<file path="src/sv/psd_pkg.sv">
// ---------------------------------------------------------------------------
// psd_pkg
// Shared types and codes for the power source detector with debounce.
// ---------------------------------------------------------------------------
package psd_pkg;

  typedef enum logic [1:0] {
    SRC_UNKNOWN = 2'd0,
    SRC_GRID    = 2'd1,
    SRC_GEN     = 2'd2
  } src_t;

  typedef enum logic [3:0] {
    RSN_NONE           = 4'd0,
    RSN_NOT_CONFIGURED = 4'd1,
    RSN_INVALID        = 4'd2,
    RSN_UNAVAILABLE    = 4'd3,
    RSN_STALE          = 4'd4,
    RSN_NON_FINITE     = 4'd5,
    RSN_UNKNOWN_VALUE  = 4'd6,
    RSN_CONFLICT       = 4'd7,
    RSN_NO_SOURCE      = 4'd8,
    RSN_PENDING        = 4'd9
  } reason_t;

  typedef enum logic [1:0] {
    MODE_OFF    = 2'd0,
    MODE_SINGLE = 2'd1,
    MODE_DUAL   = 2'd2,
    MODE_BAD    = 2'd3
  } mode_t;

  // register indexes on the configuration port
  localparam int unsigned CfgIdxW = 3;
  localparam logic [CfgIdxW-1:0] CFG_DETECT_MODE     = 3'd0;
  localparam logic [CfgIdxW-1:0] CFG_DEBOUNCE_TIME   = 3'd1;
  localparam logic [CfgIdxW-1:0] CFG_STALE_LIMIT     = 3'd2;
  localparam logic [CfgIdxW-1:0] CFG_GRID_WORD       = 3'd3;
  localparam logic [CfgIdxW-1:0] CFG_GENERATOR_WORD  = 3'd4;
  localparam logic [CfgIdxW-1:0] CFG_GRID_LIMIT      = 3'd5;
  localparam logic [CfgIdxW-1:0] CFG_GENERATOR_LIMIT = 3'd6;

  typedef struct packed {
    mode_t              detect_mode;
    logic [31:0]        debounce_time;
    logic [31:0]        stale_limit;
    logic [15:0]        grid_word;
    logic [15:0]        generator_word;
    logic signed [31:0] grid_limit;
    logic signed [31:0] generator_limit;
  } cfg_t;

  typedef struct packed {
    logic [31:0]        now_time;
    logic               single_present;
    logic [31:0]        single_age;
    logic [15:0]        single_raw;
    logic               grid_present;
    logic [31:0]        grid_age;
    logic signed [31:0] grid_power;
    logic               grid_finite;
    logic               gen_present;
    logic [31:0]        gen_age;
    logic signed [31:0] gen_power;
    logic               gen_finite;
  } sample_t;

  typedef struct packed {
    src_t    cand;
    reason_t reason;
    logic    fresh;
  } verdict_t;

  typedef struct packed {
    src_t    source_state;
    src_t    candidate;
    reason_t reason_code;
    src_t    tariff_sel;
    logic    fresh_flag;
    logic    conflict_flag;
    logic    pending_flag;
    logic    control_ok;
    logic    fail_safe;
  } result_t;

endpackage

</file>
<file path="src/sv/power_source_detect_debounce.sv">
// ---------------------------------------------------------------------------
// power_source_detect_debounce
// Supply source detector (grid / generator / unknown) with time debounce.
// ---------------------------------------------------------------------------
// usage:
//   cfg channel: cfg_valid/cfg_ready with cfg_index and cfg_data; ready is
//   always high, so a write lands at the edge where cfg_valid is high.
//   write registers only while no sample is in flight
//   input channel: in_valid/in_stall, one evidence sample per word
//   output channel: out_valid/out_stall, one result word per sample
//   latency: a sample accepted at edge n shows its result after edge n+1
//   throughput: one sample per cycle, set by the single pass of
//   classification plus the 32-bit elapsed-time compare between the input
//   register and the result register
//   stall: while out_stall holds a full result register, the input register
//   fills and then in_stall rises in the same cycle; the result word holds
//   reset: synchronous, clears pipeline valids, the debounce memory and the
//   config registers to their defaults; no clearing pass is needed
// ---------------------------------------------------------------------------
module power_source_detect_debounce import psd_pkg::*; (
  input  logic               clk,
  input  logic               rst,
  // configuration
  input  logic               cfg_valid,
  output logic               cfg_ready,
  input  logic [CfgIdxW-1:0] cfg_index,
  input  logic [31:0]        cfg_data,
  // input sample channel
  input  logic               in_valid,
  output logic               in_stall,
  input  logic [31:0]        now_time,
  input  logic               single_present,
  input  logic [31:0]        single_age,
  input  logic [15:0]        single_raw,
  input  logic               grid_present,
  input  logic [31:0]        grid_age,
  input  logic signed [31:0] grid_power,
  input  logic               grid_finite,
  input  logic               gen_present,
  input  logic [31:0]        gen_age,
  input  logic signed [31:0] gen_power,
  input  logic               gen_finite,
  // result channel
  output logic               out_valid,
  input  logic               out_stall,
  output logic [1:0]         source_state,
  output logic [1:0]         candidate,
  output logic [3:0]         reason_code,
  output logic [1:0]         tariff_sel,
  output logic               fresh_flag,
  output logic               conflict_flag,
  output logic               pending_flag,
  output logic               control_ok,
  output logic               fail_safe
);

  cfg_t     cfg;
  sample_t  smp;        // input register payload
  logic     smp_valid;
  verdict_t verdict;
  result_t  result;
  result_t  res;        // result register payload
  logic     res_free;   // result register can take a word this cycle
  logic     advance;    // sample moves from input to result register

  psd_cfg u_cfg (
    .clk       (clk),
    .rst       (rst),
    .cfg_valid (cfg_valid),
    .cfg_ready (cfg_ready),
    .cfg_index (cfg_index),
    .cfg_data  (cfg_data),
    .cfg       (cfg)
  );

  // handshake control
  assign res_free = !out_valid || !out_stall;
  assign advance  = smp_valid && res_free;
  assign in_stall = smp_valid && !res_free;

  // input register
  always_ff @(posedge clk) begin
    if (rst) begin
      smp_valid <= 1'b0;
    end else if (!in_stall) begin
      smp_valid <= in_valid;
    end
  end

  always_ff @(posedge clk) begin
    if (in_valid && !in_stall) begin
      smp.now_time       <= now_time;
      smp.single_present <= single_present;
      smp.single_age     <= single_age;
      smp.single_raw     <= single_raw;
      smp.grid_present   <= grid_present;
      smp.grid_age       <= grid_age;
      smp.grid_power     <= grid_power;
      smp.grid_finite    <= grid_finite;
      smp.gen_present    <= gen_present;
      smp.gen_age        <= gen_age;
      smp.gen_power      <= gen_power;
      smp.gen_finite     <= gen_finite;
    end
  end

  // classification and debounce, one pass
  psd_classify u_classify (
    .cfg     (cfg),
    .smp     (smp),
    .verdict (verdict)
  );

  psd_debounce u_debounce (
    .clk           (clk),
    .rst           (rst),
    .advance       (advance),
    .verdict       (verdict),
    .now_time      (smp.now_time),
    .debounce_time (cfg.debounce_time),
    .result        (result)
  );

  // result register
  always_ff @(posedge clk) begin
    if (rst) begin
      out_valid <= 1'b0;
    end else if (res_free) begin
      out_valid <= smp_valid;
    end
  end

  always_ff @(posedge clk) begin
    if (advance) begin
      res <= result;
    end
  end

  assign source_state  = res.source_state;
  assign candidate     = res.candidate;
  assign reason_code   = res.reason_code;
  assign tariff_sel    = res.tariff_sel;
  assign fresh_flag    = res.fresh_flag;
  assign conflict_flag = res.conflict_flag;
  assign pending_flag  = res.pending_flag;
  assign control_ok    = res.control_ok;
  assign fail_safe     = res.fail_safe;

  // a pending result never grants control and always carries the pending reason
  a_pending_blocks: assert property (@(posedge clk) disable iff (rst)
    out_valid && pending_flag |-> !control_ok && reason_code == RSN_PENDING)
    else $error("pending result grants control");

  // control is granted only with a known candidate that agrees with the state
  a_control_matches: assert property (@(posedge clk) disable iff (rst)
    out_valid && control_ok |-> candidate == source_state && reason_code == RSN_NONE)
    else $error("control granted without matching candidate");

  // the input stalls only while it holds a sample and the output is valid and stalled
  a_stall_held: assert property (@(posedge clk) disable iff (rst)
    in_stall |-> smp_valid && out_valid && out_stall)
    else $error("input stalled without a blocked output");

endmodule

</file>
<file path="src/sv/psd_cfg.sv">
// ---------------------------------------------------------------------------
// psd_cfg
// Configuration register file, written through a valid/ready channel.
// ---------------------------------------------------------------------------
module psd_cfg import psd_pkg::*; (
  input  logic               clk,
  input  logic               rst,
  input  logic               cfg_valid,
  output logic               cfg_ready,
  input  logic [CfgIdxW-1:0] cfg_index,
  input  logic [31:0]        cfg_data,
  output cfg_t               cfg
);

  assign cfg_ready = 1'b1;

  always_ff @(posedge clk) begin
    if (rst) begin
      cfg.detect_mode     <= MODE_OFF;
      cfg.debounce_time   <= 32'd0;
      cfg.stale_limit     <= 32'd0;
      cfg.grid_word       <= 16'd0;
      cfg.generator_word  <= 16'd1;
      cfg.grid_limit      <= 32'sd0;
      cfg.generator_limit <= 32'sd0;
    end else if (cfg_valid && cfg_ready) begin
      case (cfg_index)
        CFG_DETECT_MODE:     cfg.detect_mode     <= mode_t'(cfg_data[1:0]);
        CFG_DEBOUNCE_TIME:   cfg.debounce_time   <= cfg_data;
        CFG_STALE_LIMIT:     cfg.stale_limit     <= cfg_data;
        CFG_GRID_WORD:       cfg.grid_word       <= cfg_data[15:0];
        CFG_GENERATOR_WORD:  cfg.generator_word  <= cfg_data[15:0];
        CFG_GRID_LIMIT:      cfg.grid_limit      <= $signed(cfg_data);
        CFG_GENERATOR_LIMIT: cfg.generator_limit <= $signed(cfg_data);
        default: ;
      endcase
    end
  end

endmodule

</file>
<file path="src/sv/psd_classify.sv">
// ---------------------------------------------------------------------------
// psd_classify
// Classifies one evidence sample as grid, generator or unknown.
// ---------------------------------------------------------------------------
module psd_classify import psd_pkg::*; (
  input  cfg_t     cfg,
  input  sample_t  smp,
  output verdict_t verdict
);

  logic g_act;
  logic q_act;

  assign g_act = $signed(smp.grid_power) > $signed(cfg.grid_limit);
  assign q_act = $signed(smp.gen_power) > $signed(cfg.generator_limit);

  always_comb begin
    verdict = '{cand: SRC_UNKNOWN, reason: RSN_INVALID, fresh: 1'b0};
    if (cfg.detect_mode == MODE_OFF) begin
      verdict.reason = RSN_NOT_CONFIGURED;
    end else if (cfg.debounce_time == 32'd0 || cfg.stale_limit == 32'd0) begin
      verdict.reason = RSN_INVALID;
    end else if (cfg.detect_mode == MODE_SINGLE) begin
      if (cfg.grid_word == cfg.generator_word) begin
        verdict.reason = RSN_INVALID;
      end else if (!smp.single_present) begin
        verdict.reason = RSN_UNAVAILABLE;
      end else if (smp.single_age > cfg.stale_limit) begin
        verdict.reason = RSN_STALE;
      end else begin
        verdict.fresh  = 1'b1;
        verdict.reason = RSN_NONE;
        if (cfg.grid_word == 16'd0) begin
          // bitmask rule: zero is grid, anything else generator
          verdict.cand = (smp.single_raw == 16'd0) ? SRC_GRID : SRC_GEN;
        end else if (smp.single_raw == cfg.grid_word) begin
          verdict.cand = SRC_GRID;
        end else if (smp.single_raw == cfg.generator_word) begin
          verdict.cand = SRC_GEN;
        end else begin
          verdict.reason = RSN_UNKNOWN_VALUE;
        end
      end
    end else if (cfg.detect_mode == MODE_DUAL) begin
      if (!($signed(cfg.grid_limit) > 32'sd0) ||
          !($signed(cfg.generator_limit) > 32'sd0)) begin
        verdict.reason = RSN_INVALID;
      end else if (!smp.grid_present || !smp.gen_present) begin
        verdict.reason = RSN_UNAVAILABLE;
      end else if (smp.grid_age > cfg.stale_limit || smp.gen_age > cfg.stale_limit) begin
        verdict.reason = RSN_STALE;
      end else if (!smp.grid_finite || !smp.gen_finite) begin
        verdict.reason = RSN_NON_FINITE;
      end else if (g_act && q_act) begin
        verdict.reason = RSN_CONFLICT;
      end else if (!g_act && !q_act) begin
        verdict.reason = RSN_NO_SOURCE;
      end else begin
        verdict.cand   = g_act ? SRC_GRID : SRC_GEN;
        verdict.reason = RSN_NONE;
        verdict.fresh  = 1'b1;
      end
    end
  end

endmodule

</file>
<file path="src/sv/psd_debounce.sv">
// ---------------------------------------------------------------------------
// psd_debounce
// Debounce memory and result assembly for one classified sample.
// ---------------------------------------------------------------------------
module psd_debounce import psd_pkg::*; (
  input  logic        clk,
  input  logic        rst,
  input  logic        advance,
  input  verdict_t    verdict,
  input  logic [31:0] now_time,
  input  logic [31:0] debounce_time,
  output result_t     result
);

  src_t        stable_src, stable_src_next;
  logic        pend_valid, pend_valid_next;
  src_t        pend_src, pend_src_next;
  logic [31:0] pend_start, pend_start_next;

  logic        restart;
  logic [31:0] start_eff;
  logic [31:0] elapsed;
  src_t        state;
  reason_t     reason;
  logic        pending;

  assign restart   = !pend_valid || (pend_src != verdict.cand);
  assign start_eff = restart ? now_time : pend_start;
  assign elapsed   = now_time - start_eff;

  always_comb begin
    stable_src_next = stable_src;
    pend_valid_next = pend_valid;
    pend_src_next   = pend_src;
    pend_start_next = pend_start;
    state           = SRC_UNKNOWN;
    reason          = verdict.reason;
    pending         = 1'b0;
    if (verdict.cand == SRC_UNKNOWN) begin
      stable_src_next = SRC_UNKNOWN;
      pend_valid_next = 1'b0;
      pend_src_next   = SRC_UNKNOWN;
      pend_start_next = 32'd0;
    end else if (!pend_valid && stable_src == verdict.cand) begin
      state  = stable_src;
      reason = RSN_NONE;
    end else if (elapsed >= debounce_time) begin
      stable_src_next = verdict.cand;
      pend_valid_next = 1'b0;
      pend_src_next   = SRC_UNKNOWN;
      pend_start_next = 32'd0;
      state           = verdict.cand;
      reason          = RSN_NONE;
    end else begin
      pend_valid_next = 1'b1;
      pend_src_next   = verdict.cand;
      pend_start_next = start_eff;
      if (restart) begin
        stable_src_next = SRC_UNKNOWN;
      end
      reason  = RSN_PENDING;
      pending = 1'b1;
    end
  end

  always_ff @(posedge clk) begin
    if (rst) begin
      stable_src <= SRC_UNKNOWN;
      pend_valid <= 1'b0;
      pend_src   <= SRC_UNKNOWN;
      pend_start <= 32'd0;
    end else if (advance) begin
      stable_src <= stable_src_next;
      pend_valid <= pend_valid_next;
      pend_src   <= pend_src_next;
      pend_start <= pend_start_next;
    end
  end

  always_comb begin
    result.source_state  = state;
    result.candidate     = verdict.cand;
    result.reason_code   = reason;
    result.tariff_sel    = state;
    result.fresh_flag    = verdict.fresh;
    result.conflict_flag = (verdict.reason == RSN_CONFLICT);
    result.pending_flag  = pending;
    result.control_ok    = (state != SRC_UNKNOWN);
    result.fail_safe     = (state == SRC_UNKNOWN);
  end

endmodule

</file>
<file path="config.mk">
export PLATFORM = sky130hd
export DESIGN_NAME = power_source_detect_debounce
export DESIGN_NICKNAME = d
export VERILOG_FILES = /design/src/sv/psd_pkg.sv /design/src/sv/power_source_detect_debounce.sv /design/src/sv/psd_cfg.sv /design/src/sv/psd_classify.sv /design/src/sv/psd_debounce.sv
export SDC_FILE = /design/constraint.sdc
export NUM_CORES = 1
export LEC_CHECK = 0
export ABC_AREA = 1
export BUFFER_PORTS_ARGS = -buffer_cell sky130_fd_sc_hd__clkbuf_2
export CAP_MARGIN = 0
export CORE_MARGIN = 2
export CORE_UTILIZATION = 59
export CTS_CLUSTER_SIZE = 14
export DETAILED_ROUTE_END_ITERATION = 6
export PLACE_DENSITY = 0.87
export SLEW_MARGIN = 20
export SYNTH_ARGS = -nofsm -noshare
export SYNTH_HDL_FRONTEND = slang
export SYNTH_HIERARCHICAL = 1
export SYNTH_SLANG_ARGS = --single-unit
</file>
<file path="constraint.sdc">
create_clock -name clk -period 6.9 [get_ports clk]
set_clock_uncertainty 0.15 [all_clocks]
set_input_delay 1.035 -clock clk [delete_from_list [all_inputs] [get_ports clk]]
set_output_delay 1.035 -clock clk [all_outputs]
set_load 0.01 [all_outputs]
</file>
# Word level (Yosys, flattened, before mapping)
# Cells that the tools add are included.
# word_totals
reg_bits	427
in_bits	253
# classes
muxes	61
reduce_logical	47
add_sub_neg	1
magnitude_cmp	8
eq_ne	15
# op_table
operator	n
> comparator 32 bit	5
two-way mux 32 bit	4
> comparator 32 x 1 -> 1 bit, second input constant	2
logical NOT 32 bit	2
two-way mux 4 bit	16
two-way mux 2 bit	26
equality test 16 bit	3
greater-or-equal comparator 32 bit	1
logical NOT 16 bit	2
subtractor 32 bit	1
AND reduction 2 bit	8
two-way mux 7 bit	2
logical NOT 1 bit	13
two-way mux 1 bit	12
equality test 3 bit, second input constant	3
logical OR 1 bit	7
equality test 3 x 2 -> 1 bit, second input constant	2
logical AND 1 bit	6
logical NOT 2 bit	3
equality test 4 x 3 -> 1 bit, second input constant	1
OR reduction 2 bit	2
equality test 3 x 1 -> 1 bit, second input constant	1
logical NOT 3 bit	1
two-way mux 3 bit	1
other kinds (8)	8

# Depth between registers and ports, before layout
# Gate-level depths: netlist of run 1.
# logic_depth
word_depth	22
depth_mapped	51

# By module
# The synthesis of run 1 kept the hierarchy.
# by_module_without_submodules
module	seq_area_each_um2	instances	area_each_um2	cells_per_inst
power_source_detect_debounce	6886.6	1	6937.9	240
psd_cfg	3243.1	1	6436.2	928
psd_classify	0.0	1	5218.8	828
psd_debounce	740.7	1	4690.7	794

# Worst setup path before layout of run 1
# OpenSTA, ideal clock, no wires.
# synth_timing
path_kind	input-to-reg
startpoint	input port out_stall
endpoint	register smp[0] (netlist name)
arrival_ns	5.258
required_time_ns	6.185
stages	3
n_path_buf	0
slack_ns	0.927
setup_ns	0.565
cell_sequence	nand3_2 > nand2_1 > inv_1
# synth_between
elab_chain_cells	6
# synth_lines
item	line_no	text
from (decl)	power_source_detect_debounce.sv:45	input logic out_stall,
logical NOT 1 bit	power_source_detect_debounce.sv:77	assign res_free = !out_valid || !out_stall;
logical OR 1 bit	power_source_detect_debounce.sv:77	
logical NOT 1 bit	power_source_detect_debounce.sv:79	assign in_stall = smp_valid && !res_free;
logical AND 1 bit	power_source_detect_debounce.sv:79	
logical NOT 1 bit	power_source_detect_debounce.sv:91	if (in_valid && !in_stall) begin
logical AND 1 bit	power_source_detect_debounce.sv:91	
# No other way between the ends.
# A chain may end at the register's enable or synchronous reset.

==> impl_metrics.ini, run 1 <==
[worst_setup_path]
regToRegSetupSlack_ps = 300
crit_required_ps = 7090
critPathMaxStageDelay_ps = 390
worstRegToRegCells = 39
crit_path_start = u_cfg/cfg[126]$_SDFFE_PP0P_
cpMostUsedCell = nand2_1
end_kind = flop
arrival_ps = 6790
path_delay_family = simple AND/OR/NAND/NOR gates
reg2reg_to = control_ok$_DFFE_PP_
r2r_start = u_cfg/cfg[126]$_SDFFE_PP0P_
crit_buf_inv = 7
endpoint = control_ok$_DFFE_PP_
crit_slowest_cell = ha_1
cp.depth = 39
path_class = flop to flop
cp_max_fo = 27
start_kind = flop

[place]
post-place-ws_ps = 20.08
place_congestion = 0.9404
portBuffers = 269
placed_cell_area_um2 = 24970
dpl.hpwl_um = 46230

[route]
viasPerCell = 5.612
drc = 2
drtIter0Drc = 1831
vias = 20200
wl_um = 63730
drt_first_pass_iters = 7
ant_nets = 0
wire_per_inst_um = 17.70

[cells_and_area]
final_cell_mix = nor2_1, nand2_1, inv_1
synthToLayoutAreaGrowth_pct = 15.63
post_route_cells_drive_above_1_share_pct = 15.41
final_nets = 3522
layout_commonest_cell = nor2_1
design_area_um2 = 26920
nFillCells = 3040
finish.utilization_pct = 69.34
diodes = 0

[status]
status = finished with violations
violations = design-rule violations

[clock_network]
cts_buffers = 46
cts_sinks = 429
cts-root-buf = clkbuf_16
clkLatencyLatePin_ps = 610
htree_levels = 2
cts_tree = yes
clockBufferDepth = 3
cts_hold_buf = 0
clk_pin_slew_ps = 60

[run]
max-cap-violations = 0

[floorplanning]
die-area_um2 = 41070
die_x_um = 202.7
die_h_um = 202.7
core_um2 = 38830
io_pins = 271
num_rows = 72
start_util_pct = 59.97

[worst_hold_path]
hp-class = flop to flop

[timing]
setup_violations = 0
worst_slack_ps = 299.4
worst_pin_slew_ps = 1007
report.final.slew_viol_count = 0
max_freq_mhz = 151.5
hold_viol_final = 0
fin_crit_sh_pct = 95.66
finalCriticalPeriod_ps = 6601
slew_headroom_pct = 32.84

[synth]
seq_area_frac_synth_pct = 46.69
synthDistinctLibCells = 50
synth.cell_area_um2 = 23280
synth_edf_count = 228
syn_avg_cell_area_um2 = 8.345
synth-async-reset-ratio_pct = 0
yosys_warnings = 6
ys.flop_type = edfxtp_1
yosys_register_bits = 429
synth_nets = 3268
synthCells = 2790

[power_and_ir_drop]
p_leak_nw = 11.66
powerDensity_nw_per_um2 = 239.7
total_power_mw = 6.454
vdd_ir_drop_max_uv = 283.2

[global_routing]
grt_pass1_vias = 19630
antenna_found_initial = 1
grt_max_degree = 109
grt.overflow.total = 0
grtUsageTotal_pct = 30.52
grt_pass1_wl_um = 99250
==> final cells by class <==
type,instances,area (µm²),area share [%]
clock inverter,23,175.2,0.6506
sequential,429,10870,40.38
inverter,334,1269,4.713
tap,518,648.1,2.407
clock buffer,63,1384,5.140
timing repair buffer,291,1574,5.847
multi-input combinational,1942,11000,40.86
==> state kept, by name (all words and copies together), names as in the netlist <==
name	cells
tariff_sel	2
u_cfg/cfg	162
smp	213
u_debounce/pend_src	2
u_debounce/stable_src	2
smp_valid	1
pending_flag	1
u_debounce/pend_start	32
reason_code	4
source_state	2
u_debounce/pend_valid	1
out_valid	1
candidate	2
fresh_flag	1
fail_safe	1
control_ok	1
conflict_flag	1
==> synth_stat cells, types with 5 or more instances <==
| library cell | n | share of area, % |
|---|---|---|
| nor2_1 | 555 | 8.9 |
| nand2_1 | 497 | 8.0 |
| inv_1 | 326 | 5.3 |
| edfxtp_1 | 228 | 29 |
| ha_1 | 224 | 12 |
| dfxtp_1 | 201 | 17 |
| nand3_1 | 200 | 4.3 |
| a21oi_1 | 135 | 2.9 |
| o21ai_0 | 49 | 1.1 |
| nand4_1 | 44 | 1.2 |
| buf_2 | 40 | 0.86 |
| xor2_1 | 39 | 1.5 |
| o21ai_1 | 36 | 0.77 |
| nor4_1 | 29 | 0.78 |
| nor3_1 | 18 | 0.39 |
| xnor2_1 | 17 | 0.64 |
| buf_4 | 15 | 0.48 |
| buf_1 | 14 | 0.23 |
| clkbuf_1 | 13 | 0.21 |
| nor2_2 | 12 | 0.32 |
| o21a_1 | 12 | 0.39 |
| a31oi_1 | 8 | 0.21 |
| inv_2 | 8 | 0.13 |
| a21oi_2 | 7 | 0.26 |
| nor2_4 | 7 | 0.34 |
| a21o_1 | 5 | 0.16 |
==> what timing repair did <==
| item | CTS | global route |
|---|---|---|
| setup endpoints to repair | 1 | 46 |
| pin swaps | 0 | 10 |
| gates resized for setup | 2 | 74 |
| setup buffers | 0 | 10 |
| cloned | 1 | 0 |
==> metrics by stage <==
step                      setup TNS, ps  instances  hold WS [ps]
after detailed placement              0       3503         313.7
after CTS                             0       3590         322.6
after global placement                0       3503         305.4
after floorplan                       0       2790         293.7
after global routing             -343.8       3600         354.8
final                                 0       3600         324.2
==> power breakdown <==
part           internal (mW)  switching [mW]  total (mW)
combinational          0.389           0.655        1.04
clock                   1.46            1.06        2.52
sequential              2.82          0.0727        2.89
==> kinds of logic (layout without fill, tap and decap cells) <==
logic type	count (synthesis)	after routing	share of synthesized area (%)
simple gates	1384	1384	25.17
flops	429	429	46.69
buf+inv	419	711	7.308
compound gates	276	276	6.594
fa+ha+maj	225	225	12.12
xor+xnor	56	56	2.107
other cells	1	1	0.01611
==> worst register-to-register path: cells and delay by family, from the launching register on <==
family | cells | cell delay (ps)
flops | 1 | 370
xor+xnor | 1 | 210
compound gates | 10 | 1570
buf+inv | 7 | 840
simple gates | 18 | 2240
fa+ha+maj | 3 | 970
==> routing by layer <==
layer | part of all wire [%] | global-route usage [%]
met5 | 0.014 | 0
met4 | 3.7 | 11.24
met3 | 8.0 | 5.393
met2 | 48 | 51.97
met1 | 40 | 39.01
==> worst min path at each step <==
| stage | endpoint | cells after the start | start | slack, ps |
|---|---|---|---|---|
| floorplan | u_debounce/pend_start[1]$_SDFFE_PP0P_ | 2 | u_debounce/pend_start[1]$_SDFFE_PP0P_ | 290 |
| global placement | u_debounce/pend_start[0]$_SDFFE_PP0P_ | 2 | u_debounce/pend_start[0]$_SDFFE_PP0P_ | 310 |
| detailed placement | u_debounce/pend_start[0]$_SDFFE_PP0P_ | 2 | u_debounce/pend_start[0]$_SDFFE_PP0P_ | 310 |
| CTS | u_debounce/pend_start[0]$_SDFFE_PP0P_ | 2 | u_debounce/pend_start[0]$_SDFFE_PP0P_ | 320 |
| global route | u_cfg/cfg[3]$_SDFFE_PP0P_ | 2 | u_cfg/cfg[3]$_SDFFE_PP0P_ | 350 |
| finish | u_debounce/pend_start[0]$_SDFFE_PP0P_ | 2 | u_debounce/pend_start[0]$_SDFFE_PP0P_ | 320 |
No activity file was read; power rests on OpenSTA's default activity.
==> run 2: changes to the inputs <==
--- a/config.mk
+++ b/config.mk
@@ -9,10 +9,9 @@
 export BUFFER_PORTS_ARGS = -buffer_cell sky130_fd_sc_hd__clkbuf_2
 export CAP_MARGIN = 0
 export CORE_MARGIN = 2
-export CORE_UTILIZATION = 59
+export CORE_UTILIZATION = 42
 export CTS_CLUSTER_SIZE = 14
 export DETAILED_ROUTE_END_ITERATION = 6
-export PLACE_DENSITY = 0.87
 export SLEW_MARGIN = 20
 export SYNTH_ARGS = -nofsm -noshare
 export SYNTH_HDL_FRONTEND = slang
==> run 2 against run 1 <==
The flow now finishes without violations. Total power up 2.3%. Combinational power about the same. Register-to-register slack gained 150 ps. Utilization down 19 points. Sequential power is essentially flat. Largest cell class unchanged. Sequential share of layout area fell by 1.1 points. Setup slack improved by 150 ps. Non-clock buffer count rose by 55. Via count is 3.5% lower. Routed wire length up 5.8%. First-iteration DRC count is 33% lower. Clock power is 5% higher.
==> impl_metrics.ini, run 2 (synthesis gave the netlist of run 1 again) <==
[worst_hold_path]
hp-class = flop to flop
hp-start = u_debounce/pend_start[1]$_SDFFE_PP0P_

[worst_setup_path]
cpMostUsedCell = nand2_1
arrival_ps = 6820
critPathMaxStageDelay_ps = 420
end_kind = flop
crit_slowest_cell = fa_1
regToRegSetupSlack_ps = 450
crit_required_ps = 7270
crit_path_start = u_cfg/cfg[123]$_SDFFE_PP0P_
r2r_start = u_cfg/cfg[123]$_SDFFE_PP0P_
start_kind = flop
cp_max_fo = 15
path_class = flop to flop

[timing]
setup_violations = 0
grt_setup_unrepaired = false
slew_headroom_pct = 40.01
worst_pin_slew_ps = 899.8
finalCriticalPeriod_ps = 6449
worst_slack_ps = 451.3
finalSetupTns_ps = 0
fin_crit_sh_pct = 93.46
report.final.slew_viol_count = 0
hold_slack_ps = 322.4
hold_viol_final = 0
max_freq_mhz = 155.1

[floorplanning]
io_pins = 271
num_rows = 86
start_util_pct = 42.35
die-area_um2 = 57340
die_x_um = 239.5
die_h_um = 239.5
core_um2 = 54990

[global_routing]
grtUsageTotal_pct = 23.30
grt.overflow.total = 0
grt_max_degree = 111
grt_pass1_wl_um = 103400
antenna_found_initial = 1
grt_pass1_vias = 18920

[route]
viasPerCell = 5.012
ant_nets = 0
wire_per_inst_um = 17.34
wl_um = 67440
drc = 0
drt_first_pass_iters = 5
drtIter0Drc = 1234
vias = 19490

[power_and_ir_drop]
vdd_ir_drop_max_uv = 185.7
powerDensity_nw_per_um2 = 238.7
p_leak_nw = 11.97

[place]
place_congestion = 0.9371
placed_cell_area_um2 = 25670
dpl.hpwl_um = 49730
post-place-ws_ps = 20.81
portBuffers = 269

[cells_and_area]
finish.utilization_pct = 50.30
design_area_um2 = 27660
layout_commonest_cell = nor2_1
final_nets = 3579
synthToLayoutAreaGrowth_pct = 18.79
post_route_cells_drive_above_1_share_pct = 16.37
nFillCells = 5276
top_regs = smp (213), u_cfg/cfg (162), u_debounce/pend_start (32)
diodes = 0
largest_register_ffs = 213
top_register = smp
final_cell_mix = nor2_1, nand2_1, inv_1

[clock_network]
clk_pin_slew_ps = 60
clockBufferDepth = 3
clkLatencyLatePin_ps = 600
cts-root-buf = clkbuf_16
cts_tree = yes
cts_buffers = 48
cts_sinks = 429
htree_levels = 2

[status]
status = finished clean

[run]
max-cap-violations = 0
[run 2: changes by cell type in the layout (fill, tap and decap cells not counted), moves of 3 or more]
cell	before	now
bufinv_16	1	4
ha_1	215	221
o21ai_2	9	6
inv_6	4	0
nor4_2	3	0
clkbuf_1	4	11
ha_4	4	0
buf_4	18	70
a21oi_2	18	15
clkbuf_8	6	3
clkbuf_16	51	55
[run 2: final timing paths]
path                                                         endpoint  cells after the start
worst max-delay path            u_debounce/pend_start[6]$_SDFFE_PP0P_                     39
worst min-delay path            u_debounce/pend_start[1]$_SDFFE_PP0P_                      2
worst max register to register  u_debounce/pend_start[6]$_SDFFE_PP0P_                     39
worst min register to register  u_debounce/pend_start[1]$_SDFFE_PP0P_                      2
[run 2: timing repair]
item / in CTS / in global routing
pin swaps: 0 / 17
setup buffers: 0 / 10
cloned: 0 / 3
hold buffers: 0 / 0
setup endpoints to repair: 1 / 46
gates resized for setup: 1 / 63
[run 2: metrics by stage]
stage                     power (mW)  std cells
after detailed placement       3.970       3786
after CTS                      6.626       3875
after floorplan                3.592       2790
final                          6.603       3888
after global placement         3.946       3786
after global routing           6.905       3888
[run 2: where the power goes]
| part | leakage (nW) | switching [mW] | total, mW | internal, mW |
|---|---|---|---|---|
| sequential | 3.86 | 0.0711 | 2.89 | 2.82 |
| clock | 0.782 | 1.08 | 2.64 | 1.56 |
| combinational | 7.33 | 0.661 | 1.07 | 0.413 |
[run 2: area by class of cell]
| class | instances | area [µm²] | area share [%] |
|---|---|---|---|
| multi-input cells | 1942 | 10940 | 39.54 |
| clock inverters | 23 | 235.2 | 0.8505 |
| well taps | 748 | 935.9 | 3.384 |
| inverters | 334 | 1269 | 4.587 |
| flip-flops and latches | 429 | 10870 | 39.31 |
| repair buffers | 346 | 2027 | 7.328 |
| clock buffers | 66 | 1384 | 5.003 |
[run 2: critical path, delay by kind of cell, from the launching register on]
family / cells / cell delay, ps
AND/OR/NAND/NOR: 17 / 2100
AO/OA/AOI/OAI: 10 / 1330
adder cells (fa/ha/maj): 4 / 1240
buffers and inverters: 7 / 940
flip-flops: 1 / 390
XOR/XNOR: 1 / 210
[run 2: metal layers]
layer / track usage [%] / part of all wire (%) / wire, µm / vias up
met5: 0 / 0.018 / 12 / -
met4: 6.951 / 2.6 / 1739 / 2
met3: 3.261 / 5.5 / 3733 / 104
met2: 39.33 / 47 / 31760 / 540
met1: 31.04 / 45 / 30190 / 9020
li1: - / - / - / 9821
